===== config.mk =====
export PLATFORM = sky130hd
export DESIGN_NAME = rmq_div
export DESIGN_NICKNAME = d
export VERILOG_FILES = /design/src/rtl/rmq_div.sv
export SDC_FILE = /design/constraint.sdc
export NUM_CORES = 2
export LEC_CHECK = 0
export BUFFER_PORTS_ARGS = -buffer_cell sky130_fd_sc_hd__buf_2
export CORE_ASPECT_RATIO = 1.1
export CORE_MARGIN = 1
export CORE_UTILIZATION = 40
export DETAILED_ROUTE_END_ITERATION = 10
export PLACE_DENSITY = 0.62
export SETUP_SLACK_MARGIN = 0.02
export SLEW_MARGIN = 20
export SYNTH_ARGS = -nofsm -noshare
export SYNTH_HDL_FRONTEND = slang
export SYNTH_SLANG_ARGS = --single-unit

===== constraint.sdc =====
create_clock -name clock -period 4.01 [get_ports clock]
set_input_delay 0.6015 -clock clock [delete_from_list [all_inputs] [get_ports clock]]
set_output_delay 0.6015 -clock clock [all_outputs]
set_load 0.02 [all_outputs]

===== src/rtl/rmq_div.sv =====
// Pipelined restoring divider, one quotient bit per stage, rounded and signed.
module rmq_div #(
   parameter int NW = 18,   // numerator bits, signed
   parameter int DVW = 19,  // divisor bits
   parameter int FB = 14,
   parameter int QW = 34    // quotient bits produced
) (
   input  logic                 clock,
   input  logic                 reset,
   input  logic                 in_vld,
   input  logic signed [NW-1:0] in_num,
   input  logic [DVW-1:0]       in_den,
   output logic                 out_vld,
   output logic signed [QW:0]   out_q
);
   // dividend = |n| << (FB+1) ; QW bits of quotient
   localparam int DDW = QW;
   localparam int RW  = DVW + 1;

   logic           vld_ff [QW];
   logic           neg_ff [QW];
   logic [DDW-1:0] dd_ff  [QW];
   logic [RW-1:0]  rem_ff [QW];
   logic [QW-1:0]  q_ff   [QW];
   logic [DVW-1:0] den_ff [QW];
   logic [NW-1:0]  mag;
   logic [DDW-1:0] dd_head;
   logic [QW-1:0]  qr;

   always_comb begin
      mag     = in_num[NW-1] ? NW'(-in_num) : NW'(in_num);
      dd_head = DDW'(mag) << (FB + 1);
   end

   for (genvar s = 0; s < QW; s++) begin : g_stg
      logic           st_vld, st_neg;
      logic [DDW-1:0] st_dd;
      logic [RW-1:0]  st_rem;
      logic [QW-1:0]  st_q;
      logic [DVW-1:0] st_den;
      logic [RW-1:0]  r_in;

      if (s == 0) begin : g_head
         assign st_vld = in_vld;
         assign st_neg = in_num[NW-1];
         assign st_dd  = dd_head;
         assign st_rem = '0;
         assign st_q   = '0;
         assign st_den = in_den;
      end else begin : g_body
         assign st_vld = vld_ff[s-1];
         assign st_neg = neg_ff[s-1];
         assign st_dd  = dd_ff[s-1];
         assign st_rem = rem_ff[s-1];
         assign st_q   = q_ff[s-1];
         assign st_den = den_ff[s-1];
      end

      always_comb r_in = {st_rem[RW-2:0], st_dd[DDW-1]};
      always_ff @(posedge clock) begin
         if (reset) begin
            vld_ff[s] <= 1'b0;
         end else begin
            vld_ff[s] <= st_vld;
         end
         neg_ff[s] <= st_neg;
         den_ff[s] <= st_den;
         dd_ff[s]  <= st_dd << 1;
         if (r_in >= RW'(st_den)) begin
            rem_ff[s] <= r_in - RW'(st_den);
            q_ff[s]   <= {st_q[QW-2:0], 1'b1};
         end else begin
            rem_ff[s] <= r_in;
            q_ff[s]   <= {st_q[QW-2:0], 1'b0};
         end
      end
   end

   assign out_vld = vld_ff[QW-1];

   always_comb begin
      qr    = QW'((QW+1)'(q_ff[QW-1]) + (QW+1)'(1) >> 1);
      out_q = neg_ff[QW-1] ? -$signed({1'b0, qr}) : $signed({1'b0, qr});
   end
endmodule


# Yosys cells after proc, flatten, opt, wreduce, memory -nomap -nowiden
# Memories as Yosys holds them, arrays and structs flattened.
# Index checks and enable logic that the tools add are counted.
[word_totals]
register_bits = 0
ram_bits = 3672
in_bits = 40
out_inout_bits = 36
word_cells = 388
mem_count = 6
[memory_table]
columns = ["name", "words", "width", "rd", "rd_clocked_by_memory_dff", "write_ports", "line_no", "source"]
rows = [
  ["q_ff", 34, 34, 34, 0, 34, "24", "logic [QW-1:0] q_ff [QW];"],
  ["dd_ff", 34, 33, 33, 0, 34, "22", "logic [DDW-1:0] dd_ff [QW];"],
  ["rem_ff", 34, 20, 33, 0, 34, "23", "logic [RW-1:0] rem_ff [QW];"],
  ["den_ff", 34, 19, 33, 0, 34, "25", "logic [DVW-1:0] den_ff [QW];"],
  ["neg_ff", 34, 1, 34, 0, 34, "21", "logic neg_ff [QW];"],
  ["vld_ff", 34, 1, 34, 0, 34, "20", "logic vld_ff [QW];"],
]
[classes]
addsub = 37
magnitude_cmp = 34
mux = 209
bitwise_logic = 102
[op_table]
columns = ["cell", "n"]
rows = [
  ["$mux 34", 34],
  ["$mux 20", 34],
  ["$ge 20x19->1", 33],
  ["$sub 20x19->20", 33],
  ["$mux 1", 139],
  ["$or 1x1->1", 102],
  ["$add 34x1->35 const B", 1],
  ["$mux 35", 1],
  ["$neg 34->35", 1],
  ["$sub 1x19->20 const A", 1],
  ["$ge 1x19->1 const A", 1],
  ["$mux 18", 1],
  ["$neg 18->18", 1],
]

# Logic depth before layout (Yosys ltp)
# An unclocked memory read counts as a cell.
[logic_depth]
ltp_word = 5
ltp_mapped = 14
ltp_nobuf = 12

# Worst setup path before layout
# No wires, ideal clock.
[synth_timing]
path_kind = "register to output"
start = "memory q_ff[33][0] (netlist: q_ff[16][34])"
end = "output port out_q[33]"
arrival_time_ns = 2.999
required_ns = 3.408
setup_slack_ns = 0.410
path_stages_with_launch = 11
path_buffers = 0
path_cell_list = "dfxtp_1 > ha_1 > nand4_2 > o31a_1 > a2111oi_4 > nand2_1 > nor3_2 > nand4_1 > or2_4 > o31ai_2 > xor2_1"
[synth_lines]
columns = ["item", "line_no", "source"]
rows = [
  ["start, declared", "24", ""],
  ["end, declared", "14", "output logic signed [QW:0] out_q"],
]

==> results.txt <==
Status -> finished, violations left
Failing checks -> negative setup slack
Clock latency at the later pin of the worst-skew pair -> 0.84 ns
Seq pwr share -> 36.1%
Design area -> 93,500 sq um
Crit end category -> output port
Mapped cell area -> 81,200 sq um
Largest family of logic cells by synthesized area -> compound AO/OA/AOI/OAI gates
Core area -> 202,000 sq um
Post-Synth Adder-Cell Area -> 10.5%
CTS tree -> done
Average wire per cell in the routed design -> 15.3 um
Drc violations -> 0
Row count -> 173
Synth Register Bits -> 2,088
Cell taking the most area after synthesis -> dfxtp_1
Relative slew margins -> 31.3%
Synth Flop Type -> dfxtp_1
Final Max Tran Viols -> 0
Die ar. -> 205,000 sq um
Total CTS buffers -> 210
DRT Wirelength -> 174 mm
Vias post-DR -> 56.2k
Largest net degree at the start of global routing -> 39
Avg Cell Area, Syn -> 9.91 sq um
Gate power share -> 40.6%
Buffers on Ports -> 75
Met3 Track Usage GR -> 2.49%
Post-Synth XOR/XNOR Area -> 5.83%
Root buf cell -> clkbuf_16
Reg clk slew, reported paths -> 0.06 ns
Async set or reset register ratio after synthesis -> 0%
Mux cell area share after synthesis -> 2.21%
Synth Area in Compound Gates -> 13.4%
Min-Delay Path Class -> in2reg
Switching part of the total -> 35.9%
Setup violations, final -> 10
Antenna violations before repair -> 2
Max Cap Viol -> 0
GRT busiest layer -> met2
Worst Tran Pin Value -> 1.03 ns
GRT overflow -> 0
Critical Path RT -> 3.41 ns
Worst VDD drop -> 0.441 mV
Cell Int Power -> 55.1 mW
Tmin final -> 4.32 ns
Worst reg2reg setup slack -> 0.44 ns
Vias in the first global route -> 55.2k
Synth top area cells -> dfxtp_1, ha_1, inv_1
EDFF count, synth -> 0
Starting Density -> 40.2%
GRT Total Usage -> 16.8%
Share of cells above drive strength 1 -> 9.86%
Min Hold Slack -> 0.0956 ns
Area Growth Syn to Fin -> 15.2%
Die H -> 474 um
Clock Skew -> 0.0254 ns
Detail Placement HPWL -> 134 mm
Lkg Pwr -> 41.9 nW
Post-synthesis cell count -> 8,192
NetSw -> 30.9 mW
Clk pwr share -> 23.3%
Share of the synthesized area in the top cell type -> 51.5%
TritonRoute pass-1 iters -> 6
First-pass GRT wire length -> 281 mm
Final #Nets -> 9,205
CP Max Fanout -> 7
M1 GR Usage -> 19.8%
Register area share after synthesis -> 51.5%
Max clock buf depth -> 3
Die X -> 432 um
Synth unique cells -> 91
Post-DR vias/cell -> 4.94
Clk sink count -> 2,088
Hold Vio Cnt, Final -> 0
Final setup margin -> -0.313 ns
Placed cell areas -> 85,300 sq um
Gp weighted congestion -> 0.893
Io pins -> 76
Crit Path Class -> reg2out
Worst setup SP type -> flop
Detail Route Antenna Nets -> 0
Grt met2 use -> 30.3%
CTS H-Tree Depth -> 4
Simple-Gate Fraction of Synth Area -> 12.1%
Iter 0 DRT Violations -> 2,911
Fmax achieved -> 231 MHz
Tcrit/Tclk final -> 108%
Syn. warnings -> 0
CP arrival -> 3.72 ns
RSZ-0062 raised after global routing -> yes
Pwr/cell area -> 919 nW/um^2
==> kinds of logic (layout without fill, tap and decap cells) <==
family / count (synthesis) / in the layout
buffers and inverters: 961 / 1431
xor gates and xnor gates: 540 / 540
other: 1 / 12
DFF: 2088 / 2088
AOI/OAI and AO/OA: 1771 / 1771
muxes: 161 / 161
adders and majority gates: 662 / 662
and+or+nand+nor: 2008 / 2008
==> synth_stat cells, drive strengths merged, types with 63 or more instances <==
library cell,instances
mux2,146
a21o,140
nor2b,133
inv,820
clkbuf,117
nand4,84
ha,630
xor2,236
and3,78
nor3,175
o21a,63
nand2,479
xnor2,304
a21oi,560
a31oi,78
nor2,541
or3,81
nand2b,91
nand3,155
dfxtp,2088
o21ai,503
==> flip-flops by register name, indices dropped and copies added (netlist names) <==
signal	count
rem_ff	627
dd_ff	171
vld_ff	34
q_ff	595
neg_ff	34
den_ff	627
==> path summary, 6_finish.rpt <==
check,from,to,cells after the start
worst max-delay path,q_ff[16][47],out_q[34],10
worst min-delay path,in_num[2],dd_ff[0][17],2
worst max register to register,den_ff[7][1],rem_ff[8][17],11
worst min register to register,q_ff[15][60],q_ff[16][27],0
==> area by class of cell <==
type,instances,area (sq um)
diodes,3,7.51
clock buffers,271,5860
clock inverters,108,1390
fillers,19000,108000
inverters,821,3080
multi-input cells,5151,36200
flip-flops and latches,2088,41800
well taps,2712,3390
repair buffers,231,1770
==> what timing repair did <==
| item | in CTS | in global routing |
|---|---|---|
| resized for setup | 47 | 80 |
| pin swaps | 29 | 32 |
| buffers inserted | 8 | 10 |
| setup endpoints to repair | 24 | 25 |
| hold endpoints to repair | 38 | 0 |
| hold buffers | 36 | 0 |
==> power by group through the flow <==
| stage | Sequential (mW) | Combinational, mW | Clock (mW) |
|---|---|---|---|
| after floorplan | 29.8 | 26.9 | 0 |
| after global placement | 31.5 | 33.6 | 0 |
| after detailed placement | 31.5 | 34.2 | 0 |
| after CTS | 31.1 | 34.6 | 20.7 |
| after global routing | 31.6 | 39.1 | 21.6 |
| final | 31.0 | 34.9 | 20.0 |
==> placed cells by master (no fill, tap or decap), types with 33 or more instances in the layout <==
| cell type | count |
|---|---|
| a211oi_1 | 52 |
| a21boi_0 | 50 |
| a21o_1 | 140 |
| a21oi_1 | 554 |
| a31oi_1 | 77 |
| and2_1 | 33 |
| and3_1 | 77 |
| buf_2 | 53 |
| buf_4 | 128 |
| clkbuf_16 | 211 |
| clkbuf_8 | 35 |
| clkinv_2 | 36 |
| dfxtp_1 | 2077 |
| dlygate4sd3_1 | 36 |
| ha_1 | 629 |
| inv_1 | 820 |
| mux2_2 | 146 |
| nand2_1 | 469 |
| nand2b_1 | 90 |
| nand3_1 | 151 |
| nand4_1 | 82 |
| nor2_1 | 532 |
| nor2b_1 | 132 |
| nor3_1 | 170 |
| o211ai_1 | 40 |
| o21a_1 | 63 |
| o21ai_0 | 490 |
| o21bai_1 | 42 |
| o31ai_1 | 43 |
| or2_2 | 44 |
| or3_1 | 80 |
| xnor2_1 | 297 |
| xor2_1 | 234 |
==> per-layer routing <==
layer | part of all wire (%) | routed length (um)
met1 | 43 | 74700
met2 | 50 | 86600
met3 | 3.7 | 6470
met4 | 3.7 | 6500
met5 | 0 | 0
==> stage by stage <==
stage          total power [mW]  util, %  setup WS (ns)  setup TNS (ns)  cells
2_1_floorplan              56.7        -          0.410               0   8200
3_3_place_gp               65.1     42.3          0.226               0  10900
3_5_place_dp               65.8     42.3          0.252               0  10900
4_1_cts                    86.5     46.2         -0.499           -4.98  11400
5_1_grt                    92.4     46.4         -0.504           -4.76  11400
6_report                   85.9     46.4         -0.313           -2.04  11400
==> worst max-delay path, cell delays in order, from the launching register on <==
cell     delay (ns)
dfxtp_1        0.33
and4_4         0.25
nand3_4        0.10
buf_6          0.17
or4_4          0.50
or3_1          0.33
a21oi_2        0.20
mux2i_4        0.11
or3_4          0.42
o41a_1         0.34
buf_6          0.14
Power figures use the tool's default switching activity.
