### config.mk
export PLATFORM = sky130hd
export DESIGN_NAME = rmq_sqrt
export DESIGN_NICKNAME = d
export VERILOG_FILES = /design/src/rtl/rmq_sqrt.sv
export SDC_FILE = /design/constraint.sdc
export NUM_CORES = 1
export LEC_CHECK = 0
export BUFFER_PORTS_ARGS = -buffer_cell sky130_fd_sc_hd__buf_2
export CORE_MARGIN = 2
export CORE_UTILIZATION = 42
export DETAILED_ROUTE_END_ITERATION = 6
export PLACE_DENSITY = 0.58
export RECOVER_POWER = 50
export SYNTH_ARGS = -nofsm -noshare
export SYNTH_HDL_FRONTEND = slang
export SYNTH_SLANG_ARGS = --single-unit
### constraint.sdc
create_clock -name clock -period 3.8 [get_ports clock]
set_clock_uncertainty 0.1 [all_clocks]
set_input_delay 0.19 -clock clock [delete_from_list [all_inputs] [get_ports clock]]
set_output_delay 0.19 -clock clock [all_outputs]
set_load 0.01 [all_outputs]
### src/rtl/rmq_sqrt.sv
// Pipelined restoring square root, one result bit per stage, sideband carried.
module rmq_sqrt #(
   parameter int IW = 38,   // radicand bits, even
   parameter int SB = 8     // sideband bits
) (
   input  logic              clock,
   input  logic              reset,
   input  logic              in_vld,
   input  logic [IW-1:0]     in_rad,
   input  logic [SB-1:0]     in_side,
   output logic              out_vld,
   output logic [IW/2-1:0]   out_root,
   output logic [SB-1:0]     out_side
);
   localparam int N  = IW / 2;
   localparam int RM = N + 2;

   logic          vld_ff  [N];
   logic [IW-1:0] val_ff  [N];
   logic [RM-1:0] rem_ff  [N];
   logic [N-1:0]  root_ff [N];
   logic [SB-1:0] side_ff [N];

   for (genvar s = 0; s < N; s++) begin : g_stg
      logic          st_vld;
      logic [IW-1:0] st_val;
      logic [RM-1:0] st_rem;
      logic [N-1:0]  st_root;
      logic [SB-1:0] st_side;
      logic [RM-1:0] rem_in, trial;

      if (s == 0) begin : g_head
         assign st_vld  = in_vld;
         assign st_val  = in_rad;
         assign st_rem  = '0;
         assign st_root = '0;
         assign st_side = in_side;
      end else begin : g_body
         assign st_vld  = vld_ff[s-1];
         assign st_val  = val_ff[s-1];
         assign st_rem  = rem_ff[s-1];
         assign st_root = root_ff[s-1];
         assign st_side = side_ff[s-1];
      end

      always_comb begin
         rem_in = {st_rem[RM-3:0], st_val[IW-1 -: 2]};
         trial  = {st_root, 2'b01};
      end
      always_ff @(posedge clock) begin
         if (reset) begin
            vld_ff[s] <= 1'b0;
         end else begin
            vld_ff[s] <= st_vld;
         end
         val_ff[s]  <= st_val << 2;
         side_ff[s] <= st_side;
         if (rem_in >= trial) begin
            rem_ff[s]  <= rem_in - trial;
            root_ff[s] <= {st_root[N-2:0], 1'b1};
         end else begin
            rem_ff[s]  <= rem_in;
            root_ff[s] <= {st_root[N-2:0], 1'b0};
         end
      end
   end

   assign out_vld  = vld_ff[N-1];
   assign out_root = root_ff[N-1];
   assign out_side = side_ff[N-1];
endmodule

=== After elaboration in Yosys (flattened, before gate mapping) ===
Memory sizes are Yosys's and may differ from the RTL's.
Index checks and enable logic that the tools add are counted.

* $add $sub $neg: 19
* Order comparisons: 19
* Mux-type cells: 117
* Bitwise gates (word level): 57

{| class="wikitable"
|+ Operators by type and width
! operator !! number
|-
| 2-to-1 mux 21 bit || 19
|-
| >= comparator 21 bit || 18
|-
| subtractor 21 bit || 18
|-
| 2-to-1 mux 19 bit || 19
|-
| 2-to-1 mux 1 bit || 79
|-
| bitwise OR 1 bit || 57
|-
| subtractor 2 x 1 -> 3 bit (second input constant) || 1
|-
| >= comparator 2 x 1 -> 1 bit (second input constant) || 1
|}

* Register bits: 0
* RAM bits: 1615
* Bits of input ports: 49
* Output and inout port bits: 28
* Word-level logic and storage cells: 217
* Memories: 5

{| class="wikitable"
|+ Memory list
! memory !! words !! bits a word !! rd ports !! clocked after memory_dff !! wr ports !! line !! source
|-
| val_ff || 19 || 36 || 18 || 0 || 19 || 19 || <nowiki>logic [IW-1:0] val_ff [N];</nowiki>
|-
| rem_ff || 19 || 21 || 18 || 0 || 19 || 20 || <nowiki>logic [RM-1:0] rem_ff [N];</nowiki>
|-
| root_ff || 19 || 19 || 19 || 0 || 19 || 21 || <nowiki>logic [N-1:0] root_ff [N];</nowiki>
|-
| side_ff || 19 || 8 || 19 || 0 || 19 || 22 || <nowiki>logic [SB-1:0] side_ff [N];</nowiki>
|-
| vld_ff || 19 || 1 || 19 || 0 || 19 || 18 || <nowiki>logic vld_ff [N];</nowiki>
|}

=== Logic depth before layout (Yosys ltp) ===
Gate-level depths: netlist of run 1.
An unclocked memory read counts as a cell.

* Word-level depth: 5
* Mapped depth: 12
* Gate-level depth less buffers: 11

=== Least setup slack after synthesis of run 1 ===
No wires, ideal clock.

* Kind: reg2reg
* From: mem rem_ff[5][8] in the netlist's numbering
* To: mem rem_ff[6][10] in the netlist's numbering
* Library setup time: 0.118 ns
* Data arrival time: 2.553 ns
* Required time: 3.582 ns
* Slack: 1.028 ns
* Cell stages (with the launch flop): 9
* Buffers on the path: 1
* Clock period less this slack: 2.772 ns
* Path through: dfxtp_1 or4_1 or3_4 o31ai_4 nor3_2 or3_1 buf_2 or3_1 xnor2_1

{| class="wikitable"
|+ RTL lines
! item !! line
|-
| from (decl) || 20
|}

==> metrics, run 1 <==
Final GP Congestion=0.837; setup violators final=0; slowest cell delay on critical path=around 0.66 ns; worst reg-to-reg path cell count=9; # Max-Cap Violations=0; Clock transition at path regs=0.06 ns; register-to-register setup slack=0.72 ns; row cnt=105; drt drc=0; Peak VDD IR=415 µV; CTS tree=built; hold depth=2; vias=21.8k; H-tree depth=3; crit-path max FO=17; vias per cell=4.76; Syn Inst Count=3245; global route overflow=0; headroom to the max-slew limit=40.2%; routed len/inst=13.4 µm; final worst-path cycle share=roughly 81%; RR Endpoint=rem_ff[15][18]; register area=20500 µm²; syn_area_per_cell=10.7 µm²; Placed Cells=4355; crit end category=flip-flop; Iteration-0 DRC Markers=1138; Post-Syn Area=between 30000 and 40000 µm²; HP Start=in_rad[23]; Worst Hold End=val_ff[0][23]; Setup TNS=0 ns; I/O Buffers=76; Hold Path Class=primary input to flip-flop; Chip Width=291 µm; Layout Utilization=49.2%; Seq cells post-synth=just over 1k; final worst slack=0.724 ns; post-route insts no fill=4590; CTS root buffer=clkbuf_16; core area=81800 µm²; unrepaired setup endpoints after global routing=false; HPWL Detailed=45000 µm; cells along the critical path=inv_1 -> ha_1 -> o21a_1 -> o22ai_1 -> and3_1 -> o41ai_1 -> a31oi_2 -> nor4_1 -> xor2_1; Antenna Nets Post-Route=0; distinct cell type count after synthesis=74; vias in the first global route=21.0k; status=finished clean; Least-Margin Pin Slew=0.893 ns; die area=84600 µm²; r2r startpoint=root_ff[7][0]; Power Density=707 nW/µm²; switching pwr=7820 µW; Clk pwr share=35.2%; Fillers=between 7k and 8k; TritonCTS Buffers=100; GRT Resource Usage Total=14.6%; Synth Warn #=0; combinational share of power=17.5%; Multi-input gate area=about 13000 µm²; most common cell after layout, fill and taps aside=dfxtp_1; min Tclk post-route=3.08 ns; slowest CP cell=o41ai_1; Worst setup SP type=flip-flop; met2 routed WL=28000 µm; Pre-antenna DRT Iters=5; crit path kind=flip-flop to flip-flop; Async S/R FF share, synth=0%; ys flop type=dfxtp_1; sequential share of power=47.3%; highest metal used=met4; initial antenna violation count=1; buffers and inverters on the worst path=1; layout cells sized above 1=8.58%; Chip Height=291 µm; sequential share of the synthesized area=between 50% and 60%; placed cell areas=36300 µm²; WL final=61400 µm; Layout Area Growth over Synthesis=16.4%; ANT cells=0; Final Hold Fails=0; Clock Latency Late Sink=0.67 ns; number of I/O pins=77; clock sink count=~1.0k; Final Max Slew Viols=0; starting density of the core=42.2%; # Post-CTS Setup Buffers=0; metal3 WL=2640 µm; NumNets Final=3699; global-route wire length before repair=102000 µm; fmax=roughly 330 MHz; Sw Share=a little over a quarter; pre-CTS WS=0.735 ns; largest net degree at the start of global routing=36; leakage power=0.0186 µW; design area=40300 µm²; number of flops mapped to enable cells by yosys=0; P_int=20600 µW; commonest cells after routing, fill and taps aside=1023 x dfxtp_1, 268 x inv_1, 210 x ha_1; Synthesized Nets=between 3k and 4k; Crit path max-delay family=compound AO/OA/AOI/OAI gates; Metal-1 WL=29300 µm; maximum clock path buffer count=3; Worst Path Arrival=3.55 ns; Data required, critical path=~4.3 ns
## power groups by stage
stage               combinational (µW)  sequential (µW)  clock (µW)
floorplan                         3920            13300           0
global placement                  4890            13700           0
detailed placement                4910            13700           0
CTS                               4990            13500       10400
global route                      5660            13700       10800
finish                            4970            13500       10000
## state kept, by name, indices dropped and copies added, names as in the netlist
register / count
rem_ff: 320
root_ff: 190
side_ff: 152
val_ff: 342
vld_ff: 19
## metrics by stage
step	hold WS, ns	total power, µW
final	0.0513	28500
after CTS	0.00189	28900
after detailed placement	0.194	18700
after global routing	0.0231	30200
after floorplan	0.118	17200
after global placement	0.192	18600
## kinds of logic (layout without fill, tap and decap cells)
family                   after synthesis  after routing  synth area share, %
flip-flops                          1023           1023                 59.2
buffers and inverters                323            598                 3.52
AO/OA/AOI/OAI                        601            601                 10.8
AND/OR/NAND/NOR                      817            817                 11.8
adder cells (fa/ha/maj)              210            210                 7.60
other                                  1              1               0.0108
XOR/XNOR                             238            238                 6.03
multiplexers                          32             32                 1.02
## worst max-delay path by stage
stage,cells past startpoint,to,slack [ns],start
6_report,9,rem_ff[15][18],0.72,root_ff[7][0]
3_5_place_dp,9,rem_ff[15][18],0.73,root_ff[7][0]
5_1_grt,9,rem_ff[15][18],0.40,root_ff[7][0]
4_1_cts,9,rem_ff[15][18],0.70,root_ff[7][0]
3_3_place_gp,8,rem_ff[15][16],0.81,root_ff[7][0]
2_1_floorplan,8,rem_ff[6][10],1.03,rem_ff[5][8]
## cells in the mapped netlist, types with 8 or more instances
library cell,n,area (µm²)
a21oi_1,181,906
nor3b_1,8,60.1
a211oi_1,16,120
xor2_1,110,963
o21ai_0,160,801
and2_1,10,62.6
nand2b_1,44,275
nor4_1,39,244
or4_1,19,143
nor2_1,200,751
xnor2_1,128,1120
nor2b_1,44,275
dfxtp_1,1023,20500
o21a_1,52,390
clkbuf_1,50,188
inv_1,268,1010
o31ai_1,25,188
a31oi_1,22,138
a21o_1,50,375
nand3b_1,9,67.6
o41ai_1,8,70.1
or3_1,38,238
nand3_1,58,290
nand2_1,196,736
mux2_2,27,304
and3_1,12,75.1
o21bai_1,11,82.6
ha_1,210,2630
nor3_1,73,365
o211ai_1,14,105
or2_2,14,87.6
nand4_1,28,175
a21boi_0,10,75.1
## routing by layer
metal | GRT usage (%) | vias to the layer above
li1 | - | 11400
met1 | 19.2 | 9993
met2 | 24.2 | 338
met3 | 2.44 | 99
met4 | 5.09 | 0
met5 | 0 | -
## repair_timing
item / 4_1_cts / 5_1_grt
setup endpoints to repair: 0 / 0
resized for setup: 0 / 0
hold buffers: 53 / 0
endpoints found under the hold margin: 66 / 0
## cell type report
type / count / area share [%]
sequential: 1023 / 50.9
multi-input combinational: 1899 / 32.1
clock buffer: 146 / 7.12
tap: 1070 / 3.33
timing repair buffer: 148 / 2.60
inverter: 268 / 2.50
clock inverter: 36 / 1.51
(Power assumes the default switching activity.)
==> inputs of run 2 (changes only) <==
- clock period: 3.8 -> 3.07 ns (I/O delays scaled with it)
==> run 2 against run 1 <==
Compared with the run above: final cell count increased by 1.5%; die area did not move; register-to-register slack got worse by 0.52 ns; clock power is 34% higher; worst hold slack worse by 0.011 ns; global-route usage grew 0.29 points; sequential share of layout area shrank 1.1 points; routed wire length is 0.96% higher; non-clock buffer count up 62; critical path depth did not move; critical path type unchanged.
==> metrics, run 2 (synthesis results as in run 1) <==
crit path kind=flip-flop to flip-flop (unchanged); worst setup path end=rem_ff[11][17] (was rem_ff[15][18]); placed cell areas=36500 µm² (was 36300 µm²); TritonCTS Buffers=100 (unchanged); Peak VDD IR=565 µV (was 415 µV); HPWL Detailed=45000 µm (about the same); Worst Path Arrival=3.28 ns (was 3.55 ns); CP startpoint=root_ff[5][0] (was root_ff[7][0]); Data required, critical path=3.48 ns (was 4.27 ns); I/O Buffers=76 (unchanged); register-to-register setup slack=0.20 ns (was 0.72 ns); r2r startpoint=root_ff[5][0] (was root_ff[7][0]); design area=41200 µm² (was 40300 µm²); starting density of the core=42.2% (unchanged); Final Hold Fails=0 (unchanged); Hold Path Class=primary input to flip-flop (unchanged); Antenna Nets Post-Route=0 (unchanged); Clock Latency Late Sink=0.67 ns (about the same); Setup TNS=0 ns (unchanged); final worst-path cycle share=93.4% (was 80.9%); Layout Area Growth over Synthesis=19.1% (was 16.4%); Largest Register=val_ff (unchanged); global-route wire length before repair=104000 µm (was 102000 µm); Pre-antenna DRT Iters=5 (unchanged); vias per cell=4.74 (was 4.76); pre-CTS WS=0.0880 ns (was 0.735 ns); core area=81800 µm² (unchanged); RR Endpoint=rem_ff[11][17] (was rem_ff[15][18]); H-tree depth=3 (unchanged); WL final=61900 µm (was 61400 µm); # Post-CTS Setup Buffers=0 (unchanged); Power Density=882 nW/µm² (was 707 nW/µm²); die area=84600 µm² (unchanged); unrepaired setup endpoints after global routing=false (unchanged); largest net degree at the start of global routing=29 (was 36); Worst setup SP type=flip-flop (unchanged); CTS tree=built (unchanged); leakage power=0.0191 µW (was 0.0186 µW); global route overflow=0 (unchanged); vias in the first global route=21.4k (was 21.0k); Iteration-0 DRC Markers=1315 (was 1138); post-route insts no fill=4658 (was 4590); headroom to the max-slew limit=54.3% (was 40.2%); Least-Margin Pin Slew=0.677 ns (was 0.893 ns); crit-path max FO=5 (was 17); final worst slack=0.202 ns (was 0.724 ns); row cnt=105 (unchanged); GRT Resource Usage Total=14.8% (was 14.6%); maximum clock path buffer count=3 (unchanged); Placed Cells=4382 (was 4355); max reg flops=342 (unchanged); routed len/inst=13.3 µm (was 13.4 µm); fmax=349 MHz (was 325 MHz); Chip Height=291 µm (unchanged); ANT cells=0 (unchanged); layout cells sized above 1=9.89% (was 8.58%); initial antenna violation count=0 (was 1); Final GP Congestion=0.852 (was 0.837); Clock transition at path regs=0.06 ns (about the same); CTS root buffer=clkbuf_16 (unchanged); Final Max Slew Viols=0 (unchanged); worst reg-to-reg path cell count=9 (unchanged); crit end category=flip-flop (unchanged); # Max-Cap Violations=0 (unchanged); setup violators final=0 (unchanged); Power Total=36300 µW (was 28500 µW); number of I/O pins=77 (unchanged); min Tclk post-route=2.87 ns (was 3.08 ns); Fillers=7358 (was 7495); Largest regs=val_ff (342), rem_ff (320), root_ff (190) (unchanged); NumNets Final=3761 (was 3699); status=finished clean (unchanged); clock sink count=1023 (unchanged); drt drc=0 (unchanged); Chip Width=291 µm (unchanged); commonest cells after routing, fill and taps aside=1023 x dfxtp_1, 268 x inv_1, 210 x ha_1 (unchanged); most common cell after layout, fill and taps aside=dfxtp_1 (unchanged); vias=22.1k (was 21.8k)
[run 2: worst min-delay path by stage]
| stage | start | endpoint | slack [ns] | cells after the start |
|---|---|---|---|---|
| 2_1_floorplan | in_side[0] | side_ff[0][0] | 0.08 | 0 |
| 3_3_place_gp | in_rad[11] | val_ff[0][11] | 0.16 | 1 |
| 3_5_place_dp | in_rad[11] | val_ff[0][11] | 0.16 | 1 |
| 4_1_cts | in_rad[3] | val_ff[0][3] | 0.002 | 2 |
| 5_1_grt | in_rad[18] | val_ff[0][18] | 0.03 | 2 |
| 6_report | in_rad[18] | val_ff[0][18] | 0.04 | 2 |
[run 2: stage by stage]
step / hold WS, ns / util, %
global route: 0.0285 / 50.3
finish: 0.0401 / 50.3
CTS: 0.00150 / 50.3
floorplan: 0.0812 / -
global placement: 0.155 / 44.6
detailed placement: 0.157 / 44.6
[run 2: layout make-up]
cell class | count | area (µm²) | area share, %
multi-input combinational | 1899 | 12900 | 31.4
clock inverter | 53 | 932 | 2.26
sequential | 1023 | 20500 | 49.7
inverter | 268 | 1010 | 2.44
clock buffer | 135 | 2870 | 6.98
tap | 1070 | 1340 | 3.25
timing repair buffer | 210 | 1610 | 3.92
[run 2: worst max-delay path, cell delays in order, from the launching register on]
cell	delay (ns)
dfxtp_1	0.32
inv_1	0.04
ha_1	0.32
o21a_1	0.15
nor4_1	0.35
nor3b_1	0.14
o31a_1	0.37
a21boi_0	0.21
or3b_2	0.47
mux2_2	0.28
[run 2: where the power goes]
part | switching, µW | total [µW] | internal [µW]
Clock | 5170 | 13400 | 8250
Sequential | 1320 | 16700 | 15400
Combinational | 3320 | 6240 | 2920
[run 2: metal layers]
metal,track usage (%),vias to the layer above,part of all wire [%]
met5,0,-,0
met4,4.79,0,2.3
met3,2.83,114,4.4
met2,25.0,370,46
met1,19.2,10100,47
li1,-,11600,-
[run 2: timing repair]
action | 4_1_cts | 5_1_grt
endpoints found under the setup margin | 0 | 9
hold endpoints to repair | 66 | 0
hold buffers | 88 | 0
resized for setup | 0 | 6
