## config.mk

```make
export PLATFORM = sky130hd
export DESIGN_NAME = rmq_front
export DESIGN_NICKNAME = d
export VERILOG_FILES = /design/src/rtl/rmq_pkg.sv /design/src/rtl/rmq_front.sv
export SDC_FILE = /design/constraint.sdc
export NUM_CORES = 1
export LEC_CHECK = 0
export BUFFER_PORTS_ARGS = -buffer_cell sky130_fd_sc_hd__buf_2
export CORE_MARGIN = 2
export CORE_UTILIZATION = 39
export CTS_BUF_LIST = sky130_fd_sc_hd__clkbuf_8
export CTS_CLUSTER_DIAMETER = 60
export DETAILED_ROUTE_END_ITERATION = 12
export MAX_ROUTING_LAYER = met4
export PLACE_DENSITY = 0.7
export SYNTH_ARGS = -nofsm -noshare
export SYNTH_HDL_FRONTEND = slang
export SYNTH_SLANG_ARGS = --single-unit
```

## constraint.sdc

```tcl
create_clock -name clock -period 7.6 [get_ports clock]
set_input_delay 0.38 -clock clock [delete_from_list [all_inputs] [get_ports clock]]
set_output_delay 0.38 -clock clock [all_outputs]
set_load 0.1 [all_outputs]
```

## src/rtl/rmq_pkg.sv

```systemverilog
// Shared types and constants for the rotation matrix to quaternion unit.
package rmq_pkg;

   // Which diagonal element leads the conversion.
   typedef enum logic [1:0] {
      BR_TRACE = 2'd0,
      BR_X     = 2'd1,
      BR_Y     = 2'd2,
      BR_Z     = 2'd3
   } branch_type;

endpackage

```

## src/rtl/rmq_front.sv

```systemverilog
// Front stage: trace, branch select, radicand clamp and numerators.
module rmq_front #(
   parameter int DW = 16,
   parameter int FB = 14
) (
   input  logic                  clock,
   input  logic                  reset,
   input  logic                  in_vld,
   input  logic signed [DW-1:0]  m00, m01, m02, m10, m11, m12, m20, m21, m22,
   output logic                  out_vld,
   output rmq_pkg::branch_type   out_br,
   output logic        [DW+2:0]  out_rad,
   output logic signed [DW+1:0]  out_n0, out_n1, out_n2,
   output logic                  out_degen
);
   import rmq_pkg::*;

   localparam int RW = DW + 3;

   logic signed [RW-1:0] trace, rad, one;
   logic signed [DW+1:0] n0, n1, n2;
   branch_type           br;
   logic                 vld_ff;
   branch_type           br_ff;
   logic        [RW-1:0] rad_ff;
   logic signed [DW+1:0] n0_ff, n1_ff, n2_ff;
   logic                 degen_ff;

   always_comb begin
      one   = RW'(1) <<< FB;
      trace = RW'(m00) + RW'(m11) + RW'(m22);
      if (trace > 0) begin
         br  = BR_TRACE;
         rad = one + trace;
         n0  = (DW+2)'(m21) - (DW+2)'(m12);
         n1  = (DW+2)'(m02) - (DW+2)'(m20);
         n2  = (DW+2)'(m10) - (DW+2)'(m01);
      end else if (m00 > m11 && m00 > m22) begin
         br  = BR_X;
         rad = one + RW'(m00) - RW'(m11) - RW'(m22);
         n0  = (DW+2)'(m21) - (DW+2)'(m12);
         n1  = (DW+2)'(m01) + (DW+2)'(m10);
         n2  = (DW+2)'(m02) + (DW+2)'(m20);
      end else if (m11 > m22) begin
         br  = BR_Y;
         rad = one + RW'(m11) - RW'(m00) - RW'(m22);
         n0  = (DW+2)'(m02) - (DW+2)'(m20);
         n1  = (DW+2)'(m01) + (DW+2)'(m10);
         n2  = (DW+2)'(m12) + (DW+2)'(m21);
      end else begin
         br  = BR_Z;
         rad = one + RW'(m22) - RW'(m00) - RW'(m11);
         n0  = (DW+2)'(m10) - (DW+2)'(m01);
         n1  = (DW+2)'(m02) + (DW+2)'(m20);
         n2  = (DW+2)'(m12) + (DW+2)'(m21);
      end
   end

   always_ff @(posedge clock) begin
      if (reset) begin
         vld_ff <= 1'b0;
      end else begin
         vld_ff <= in_vld;
      end
      br_ff    <= br;
      n0_ff    <= n0;
      n1_ff    <= n1;
      n2_ff    <= n2;
      degen_ff <= (rad <= 0);
      rad_ff   <= (rad <= 0) ? RW'(1) : rad;
   end

   assign out_vld   = vld_ff;
   assign out_br    = br_ff;
   assign out_rad   = rad_ff;
   assign out_n0    = n0_ff;
   assign out_n1    = n1_ff;
   assign out_n2    = n2_ff;
   assign out_degen = degen_ff;
endmodule

```

==> Word level (Yosys, flattened, before mapping) <==
Cells that the tools add are included.
{ "word_totals": {"ff_bits": 77, "inputBits": 147, "out_inout_bits": 77, "word_cells": 46} }
{ "classes": {"addsub": 18, "magnitude_cmp": 5, "n_mux": 13, "reduce_logical": 2} }
{ "op_table": {"columns": ["op", "n"], "rows": [
  ["two-way mux 18 bit", 8],
  ["adder 16 x 16 -> 17 bit", 4],
  ["two-way mux 19 bit", 3],
  ["subtractor 18 x 16 -> 19 bit", 3],
  ["subtractor 17 x 16 -> 18 bit", 3],
  ["adder 16 x 16 -> 17 bit, first input constant", 3],
  ["subtractor 16 x 16 -> 17 bit", 3],
  ["greater-than comparator 16 bit", 3],
  ["adder 16 x 18 -> 19 bit, first input constant", 1],
  ["<= comparator 19 x 1 -> 1 bit, second input constant", 1],
  ["adder 17 x 16 -> 18 bit", 1],
  ["greater-than comparator 18 x 1 -> 1 bit, second input constant", 1],
  ["two-way mux 1 bit", 2],
  ["OR reduction 2 bit", 1],
  ["logical AND 1 bit", 1]
]} }

==> Logic depth before layout (Yosys ltp) <==
Gate-level depths: netlist of run 1.
{ "depth": {"ltp_word": 7, "ltp_mapped": 22} }

==> Least setup slack after synthesis of run 1 <==
Ideal clock, no wire load.
{ "synth_path": {"path_type": "input-to-reg", "from": "input m00[1]", "to": "register rad_ff[0], in the netlist out_rad[0]", "arrival_ps": 4776, "required_ps": 7537, "setup_slack_ps": 2761, "path_stages": 20, "path_buffers": 1, "path_cell_list": "fa_1 > ha_1 > fa_1 > a21oi_1 > and3b_1 > o31ai_1 > a21oi_1 > o21a_1 > o21ai_0 > a21oi_1 > nor3b_1 > ha_1 > nand3_1 > nor4_1 > a31o_1 > buf_2 > nand4_1 > a2111oi_2 > o2111ai_1 > nand3b_1"} }
{ "synth_between": {"elab_chain_len": 6} }
{ "synth_lines": {"columns": ["item", "line", "source"], "rows": [
  ["start, declared", "rmq_front.sv:9", "input logic signed [DW-1:0] m00, m01, m02, m10, m11, m12, m20, m21, m22,"],
  ["adder 16 x 16 -> 17 bit (tied with other cells)", "rmq_front.sv:40", "rad = one + RW'(m00) - RW'(m11) - RW'(m22);"],
  ["subtractor 17 x 16 -> 18 bit (tied with other cells)", "rmq_front.sv:40", null],
  ["subtractor 18 x 16 -> 19 bit or two-way mux 19 bit (tied branches)", "rmq_front.sv:40, rmq_front.sv:44", null],
  ["two-way mux 19 bit", "rmq_front.sv:38", "end else if (m00 > m11 && m00 > m22) begin"],
  ["two-way mux 19 bit *", "rmq_front.sv:32", "if (trace > 0) begin"],
  ["<= comparator 19 x 1 -> 1 bit", "rmq_front.sv:70", "rad_ff <= (rad <= 0) ? RW'(1) : rad;"],
  ["end signal, assigned", "rmq_front.sv:70", null],
  ["end, declared", "rmq_front.sv:25", "logic [RW-1:0] rad_ff;"]
]} }
Mark *: on every way between the ends. The rest lies on a longest branch, timed or not.
A chain may end at the register's enable or synchronous reset.

==> Final worst setup path of run 1 <==
{ "layout_path": {"from": "input m00[0]", "to": "register n1_ff[2], in the netlist out_n1[2]"} }
{ "layout_between": {"elab_chain_len": 4} }
{ "layout_lines": {"columns": ["item", "line", "source"], "rows": [
  ["adder 16 x 16 -> 17 bit or greater-than comparator 16 bit (tied branches)", "rmq_front.sv:31, rmq_front.sv:38", null],
  ["adder 17 x 16 -> 18 bit or logical AND 1 bit (tied branches)", "rmq_front.sv:31, rmq_front.sv:38", null],
  ["greater-than comparator 18 x 1 -> 1 bit or two-way mux 18 bit (tied branches)", "rmq_front.sv:32, rmq_front.sv:38", null],
  ["two-way mux 18 bit *", "rmq_front.sv:32", null],
  ["via n1[2]", "rmq_front.sv:21", "logic signed [DW+1:0] n0, n1, n2;"],
  ["end signal, assigned", "rmq_front.sv:67", "n1_ff <= n1;"],
  ["end, declared", "rmq_front.sv:26", "logic signed [DW+1:0] n0_ff, n1_ff, n2_ff;"]
]} }
The timed path passes the listed nets; every way through them passes the cells marked *.

==> impl_metrics.env, run 1 <==
export IMPL_hold_viol=0
export IMPL_slew_violations=0
export IMPL_cts_hold_buf=0
export IMPL_tns_ns=0
export IMPL_viasPerCell=5.38
export IMPL_p_seq_share_pct=15.1
export IMPL_ys_flop_type="dfxtp_1"
export IMPL_min_period_over_period_pct=79.1
export IMPL_synth_edff_count=0
export IMPL_synth_simple_area_share_pct=16.1
export IMPL_synth_cell_types=85
export IMPL_synth_yosys_warnings=0
export IMPL_crit_family="compound AO/OA/AOI/OAI gates"
export IMPL_first_global_vias=12827
export IMPL_drt_iter0_markers=887
export IMPL_yosys_top_cells_count="ha_1, inv_1, a21oi_1"
export IMPL_yosysTopAreaCell="ha_1"
export IMPL_synth_top_family_by_area="adder cells"
export IMPL_hold_class="in -> reg"
export IMPL_num_rows=70
export IMPL_avgSynthCellArea_um2=8.05
export IMPL_yosysTopAreaCellShare_pct=25.4
export IMPL_design_area_um2=16300
export IMPL_p_per_area_nw_per_um2=265
export IMPL_portBuffers=223
export IMPL_cts_buffers=9
export IMPL_crit_arrival_ns=6.27
export IMPL_post_cts_repair_setup_buffers=0
export IMPL_crit_required_ns=7.86
export IMPL_grt_pass1_wl_um=70500
export IMPL_track_usage_pct=24.0
export IMPL_synthMuxAreaShare_pct=2.14
export IMPL_switching_share_pct=62.9
export IMPL_initial_core_util_pct=39.6
export IMPL_cts_buffer_depth=2
export IMPL_drc=0
export IMPL_dr_total_vias=13270
export IMPL_htreeDepth=3
export IMPL_dr_pass1_iters=6
export IMPL_layout_min_cycle_time_ns=6.01
export IMPL_leakage_nw=7.94
export IMPL_synth_xor_area_share_pct=7.66
export IMPL_ir_worst_vdd_uv=370
export IMPL_drt_wirelength_per_cell_um=18.6
export IMPL_die_y_um=197
export IMPL_ant_nets=0
export IMPL_clock_sinks=74
export IMPL_crit_path_top_delay_cell="o31ai_1"
export IMPL_yosysMostFrequentCell="ha_1"
export IMPL_combPwrFrac_pct=77.4
export IMPL_netlist_area_um2=14500
export IMPL_overflow=0
export IMPL_dieWidth_um=197
export IMPL_max_clock_freq_mhz=166
export IMPL_routabilityCongestion=0.950
export IMPL_worst_setup_path_end_kind="flop"
export IMPL_cts_tree="done"
export IMPL_area_growth_pct=12.2
export IMPL_startpoint_type="input pin"
export IMPL_crit_top_cell="a21oi_1"
export IMPL_clkPwrFrac_pct=7.5
export IMPL_routed_wl_um=46000
export IMPL_critPathKind="in -> reg"
export IMPL_nNetsFinal=2511
export IMPL_synth_seq_cells=74
export IMPL_cp_cell_sequence="buf_2 -> inv_1 -> fa_1 -> inv_1 -> ha_1 -> fa_1 -> a21oi_1 -> and3b_1 -> o31ai_1 -> a21oi_1 -> o21a_1 -> o21ai_0 -> a21oi_1 -> nor3b_1 -> ha_1 -> nand3_1 -> nor4_1 -> a31oi_4 -> buf_4 -> nor2_1 -> a21oi_1 -> a21oi_1 -> a21oi_1"
export IMPL_slowest_delay_ns=0.81
export IMPL_layout_drive_gt1_share_pct=14.0
export IMPL_synth_area_top_cells="ha_1, fa_1, dfxtp_1, xnor2_1, inv_1"
export IMPL_cap_violations=0
export IMPL_grt_max_degree=63
export IMPL_cts_root_buf="clkbuf_8"
export IMPL_seq_area_frac_synth_pct=10.2
export IMPL_antenna_found_initial=2
export IMPL_p_int_mw=1.60
export IMPL_dpl_cell_area_um2=16100
export IMPL_switchingPower_mw=2.71
export IMPL_clk_pin_slew_ns=0.09
export IMPL_rsz0062_at_grt="false"
export IMPL_io_pin_count=224
export IMPL_setup_violations_final=0
export IMPL_max_slew_worst_pin_slew_ns=1.03
export IMPL_syn_inst=1801
export IMPL_dieArea_um2=38700
export IMPL_coreArea_um2=36600
export IMPL_synth_fp_nets=2320
export IMPL_synth_compound_area_share_pct=20.6
export IMPL_outcome="complete, no violations"
export IMPL_cp_buffers_inverters=4
export IMPL_dp_hpwl_um=39700
export IMPL_relSlewSlack_pct=31.5
export IMPL_cts_repair_resized=0
export IMPL_synth_fa_ha_area_share_pct=36.1
export IMPL_postSynth_asyncResetShare_pct=0
export IMPL_critPathMaxFanout=62
==> cell usage in the layout (no fill, tap or decap), types with 18 or more instances in the layout <==
| master | netlist | final |
|---|---|---|
| a21oi_1 | 145 | 145 |
| inv_1 | 219 | 220 |
| buf_2 | 13 | 223 |
| ha_1 | 294 | 294 |
| mux2i_1 | 22 | 22 |
| xor2_1 | 26 | 26 |
| dfxtp_1 | 74 | 74 |
| o21ai_0 | 98 | 98 |
| o31ai_1 | 25 | 25 |
| nand2_1 | 108 | 108 |
| fa_1 | 78 | 78 |
| nor2b_1 | 36 | 36 |
| o211ai_1 | 18 | 18 |
| and3_1 | 18 | 18 |
| a211oi_1 | 19 | 19 |
| nor3_1 | 40 | 40 |
| xnor2_1 | 99 | 99 |
| o21bai_1 | 18 | 18 |
| nand2b_1 | 23 | 23 |
| a21o_1 | 19 | 19 |
| nor2_1 | 124 | 122 |
| nand3_1 | 29 | 29 |
| or3_1 | 18 | 18 |
==> per-stage QoR <==
stage	worst slack (ns)	power, mW	utilization, %	hold slack, ns	instances
after floorplan	2.76	3.21	-	0.452	1801
after global placement	1.40	3.94	43.9	0.535	2449
after detailed placement	1.29	3.97	43.9	0.541	2449
after CTS	1.68	4.30	44.4	0.143	2465
after global routing	1.02	4.58	44.4	0.152	2467
final	1.59	4.32	44.4	0.163	2467
==> kinds of logic after synthesis <==
kind of cell | count (synthesis)
flops | 74
xor+xnor | 126
mux | 29
compound gates | 464
buf+inv | 268
fa+ha+maj | 372
other cells | 1
simple gates | 467
==> final timing paths <==
path	cells after the start	slack, ns	startpoint	endpoint
hold / removal	2	0.16	reset	out_vld
setup / recovery	23	1.59	m00[0]	out_n1[2]
==> area by class of cell <==
type	instances	area, um^2
multi-input cells	1459	12000
flip-flops and latches	74	1480
inverters	219	822
clock buffers	11	151
well taps	468	586
diodes	2	5.00
clock inverters	5	53.8
repair buffers	229	1160
fillers	3678	20300
==> registers in the layout (all words and copies together), names as in the netlist <==
signal	flops
out_n1	17
out_rad	19
out_vld	1
out_n0	17
out_n2	17
out_br	2
out_degen	1
==> power groups by stage <==
stage | combinational (mW) | sequential (mW) | clock, mW
after global routing | 3.57 | 0.660 | 0.347
after global placement | 3.27 | 0.669 | 0
final | 3.34 | 0.651 | 0.324
after detailed placement | 3.30 | 0.662 | 0
after floorplan | 1.47 | 1.74 | 0
after CTS | 3.32 | 0.654 | 0.328
==> metal layers <==
metal	wire, um	track usage, %	up-vias
li1	-	-	6597
met1	23200	34.3	6268
met2	19800	36.8	361
met3	2200	2.24	44
met4	824	5.07	0
met5	0	-	-
(Power assumes the default switching activity.)
==> run 2: changes to the inputs <==
==> constraint.sdc (replaced) <==
create_clock -name clock -period 6.3 [get_ports clock]
set_input_delay 0.315 -clock clock [delete_from_list [all_inputs] [get_ports clock]]
set_output_delay 0.315 -clock clock [all_outputs]
set_load 0.1 [all_outputs]
==> run 2 against run 1 <==
  * Routed wire length increased by 0.54%
  * Largest power group unchanged
  * Combinational power rose by 21%
  * Critical endpoint unchanged
  * Utilization rose by 0.19 points
  * Highest routed layer unchanged
==> impl_metrics.env, run 2 (synthesis results as in run 1) <==
export IMPL_outcome="complete, no violations"
export IMPL_min_period_over_period_pct=91.5
export IMPL_io_pin_count=224
export IMPL_clkPwrFrac_pct=8.1
export IMPL_area_growth_pct=12.7
export IMPL_cts_buffers=9
export IMPL_cts_root_buf="clkbuf_8"
export IMPL_slowest_delay_ns=0.56
export IMPL_layout_common_cells="ha_1, buf_2, inv_1"
export IMPL_portBuffers=223
export IMPL_combPwrFrac_pct=76.9
export IMPL_drc=0
export IMPL_switchingPower_mw=3.27
export IMPL_crit_path_top_delay_cell="o31ai_1"
export IMPL_clock_sinks=74
export IMPL_post_cts_repair_setup_buffers=0
export IMPL_power_mw=5.25
export IMPL_max_slew_worst_pin_slew_ns=0.922
export IMPL_grt_pass1_wl_um=71200
export IMPL_worst_setup_path_end_kind="flop"
export IMPL_routabilityCongestion=0.972
export IMPL_critPathMaxFanout=79
export IMPL_nNetsFinal=2518
export IMPL_startpoint_type="input pin"
export IMPL_hold_class="in -> reg"
export IMPL_tns_ns=0
export IMPL_overflow=0
export IMPL_cts_buffer_depth=2
export IMPL_grt_max_degree=80
export IMPL_dieArea_um2=38700
export IMPL_crit_family="compound AO/OA/AOI/OAI gates"
export IMPL_dr_wl_met2_um=20100
export IMPL_mostFrequentLayoutCell="ha_1"
export IMPL_cp_cell_sequence="buf_2 -> inv_1 -> fa_1 -> inv_1 -> ha_1 -> fa_1 -> a21oi_1 -> and3b_1 -> o31ai_1 -> a21oi_1 -> o21a_1 -> o21ai_0 -> a21oi_1 -> nor3b_1 -> ha_1 -> nand3_1 -> nor4_1 -> a31oi_4 -> buf_4 -> nor2_1 -> a21oi_1 -> a21oi_1 -> a21oi_1"
export IMPL_largest_reg_flops=19
export IMPL_hold_viol=0
export IMPL_htreeDepth=3
export IMPL_crit_arrival_ns=6.01
export IMPL_p_per_area_nw_per_um2=321
export IMPL_ant_nets=0
export IMPL_critPathKind="in -> reg"
export IMPL_layout_min_cycle_time_ns=5.77
export IMPL_die_y_um=197
export IMPL_wl_met1_um=22700
export IMPL_relSlewSlack_pct=37.7
export IMPL_crit_top_cell="a21oi_1"
export IMPL_switching_share_pct=62.2
export IMPL_drt_iter0_markers=1177
export IMPL_final_cells=2472
export IMPL_cap_violations=0
export IMPL_slew_violations=0
export IMPL_cts_repair_resized=0
export IMPL_max_clock_freq_mhz=173
export IMPL_placedCellCount=2456
export IMPL_drt_wirelength_per_cell_um=18.7
export IMPL_top_layer="met4"
export IMPL_layout_drive_gt1_share_pct=14.3
export IMPL_dr_total_vias=13294
export IMPL_p_seq_share_pct=15.0
export IMPL_antenna_cells=0
export IMPL_rsz0062_at_grt="false"
export IMPL_setup_violations_final=0
export IMPL_antenna_found_initial=0
export IMPL_p_int_mw=1.98
export IMPL_dp_hpwl_um=39900
export IMPL_dr_wl_met3_um=2700
export IMPL_leakage_nw=7.99
export IMPL_cts_hold_buf=0
export IMPL_track_usage_pct=24.3
export IMPL_crit_required_ns=6.55
export IMPL_first_global_vias=12816
export IMPL_routed_wl_um=46200
export IMPL_clk_pin_slew_ns=0.09
export IMPL_cts_tree="done"
export IMPL_dieWidth_um=197
export IMPL_cp_buffers_inverters=4
export IMPL_fillers=3684
export IMPL_viasPerCell=5.38
export IMPL_coreArea_um2=36600
export IMPL_initial_core_util_pct=39.6
export IMPL_num_rows=70
export IMPL_dr_pass1_iters=6
export IMPL_ir_worst_vdd_uv=478
export IMPL_whs_ns=0.108
==> run 2: cell types whose count changed in the layout (fill, tap and decap cells not counted) <==
cell | previous run | this run
buf_4 | 6 | 13
bufinv_16 | 1 | 2
clkinv_4 | 0 | 1
clkinvlp_4 | 2 | 0
diode_2 | 2 | 0
==> run 2: path summary, 6_finish.rpt <==
kind / startpoint / to / depth (start not counted)
setup / recovery: m00[0] / out_n1[2] / 23
hold / removal: reset / out_vld / 2
==> run 2: per-stage QoR <==
stage	setup slack (ns)	util [%]	instance area [um^2]
after floorplan	1.53	-	14500
after global placement	0.565	44.0	16100
after detailed placement	0.305	44.0	16100
after CTS	0.676	44.6	16300
after global routing	0.0589	44.6	16300
final	0.534	44.6	16300
==> run 2: power groups by stage <==
stage,Combinational [mW],Sequential (mW),Clock [mW]
2_1_floorplan,1.77,2.09,0
3_3_place_gp,3.95,0.807,0
4_1_cts,4.01,0.789,0.438
6_report,4.04,0.786,0.426
5_1_grt,4.32,0.794,0.453
3_5_place_dp,3.99,0.798,0
==> run 2: metal layers <==
layer	GRT usage, %	vias up
met1	34.7	6255
li1	-	6595
met3	2.69	44
met2	37.0	400
met5	-	-
met4	4.71	0
==> run 2: final cells by class <==
class,instances,area (um^2),share of cell area [%]
Clock buffer,11,151,0.927
Clock inverter,5,77.6,0.475
Inverter,219,822,5.03
Multi-Input combinational cell,1459,12000,73.5
Sequential cell,74,1480,9.07
Tap cell,468,586,3.58
Timing Repair Buffer,236,1210,7.43
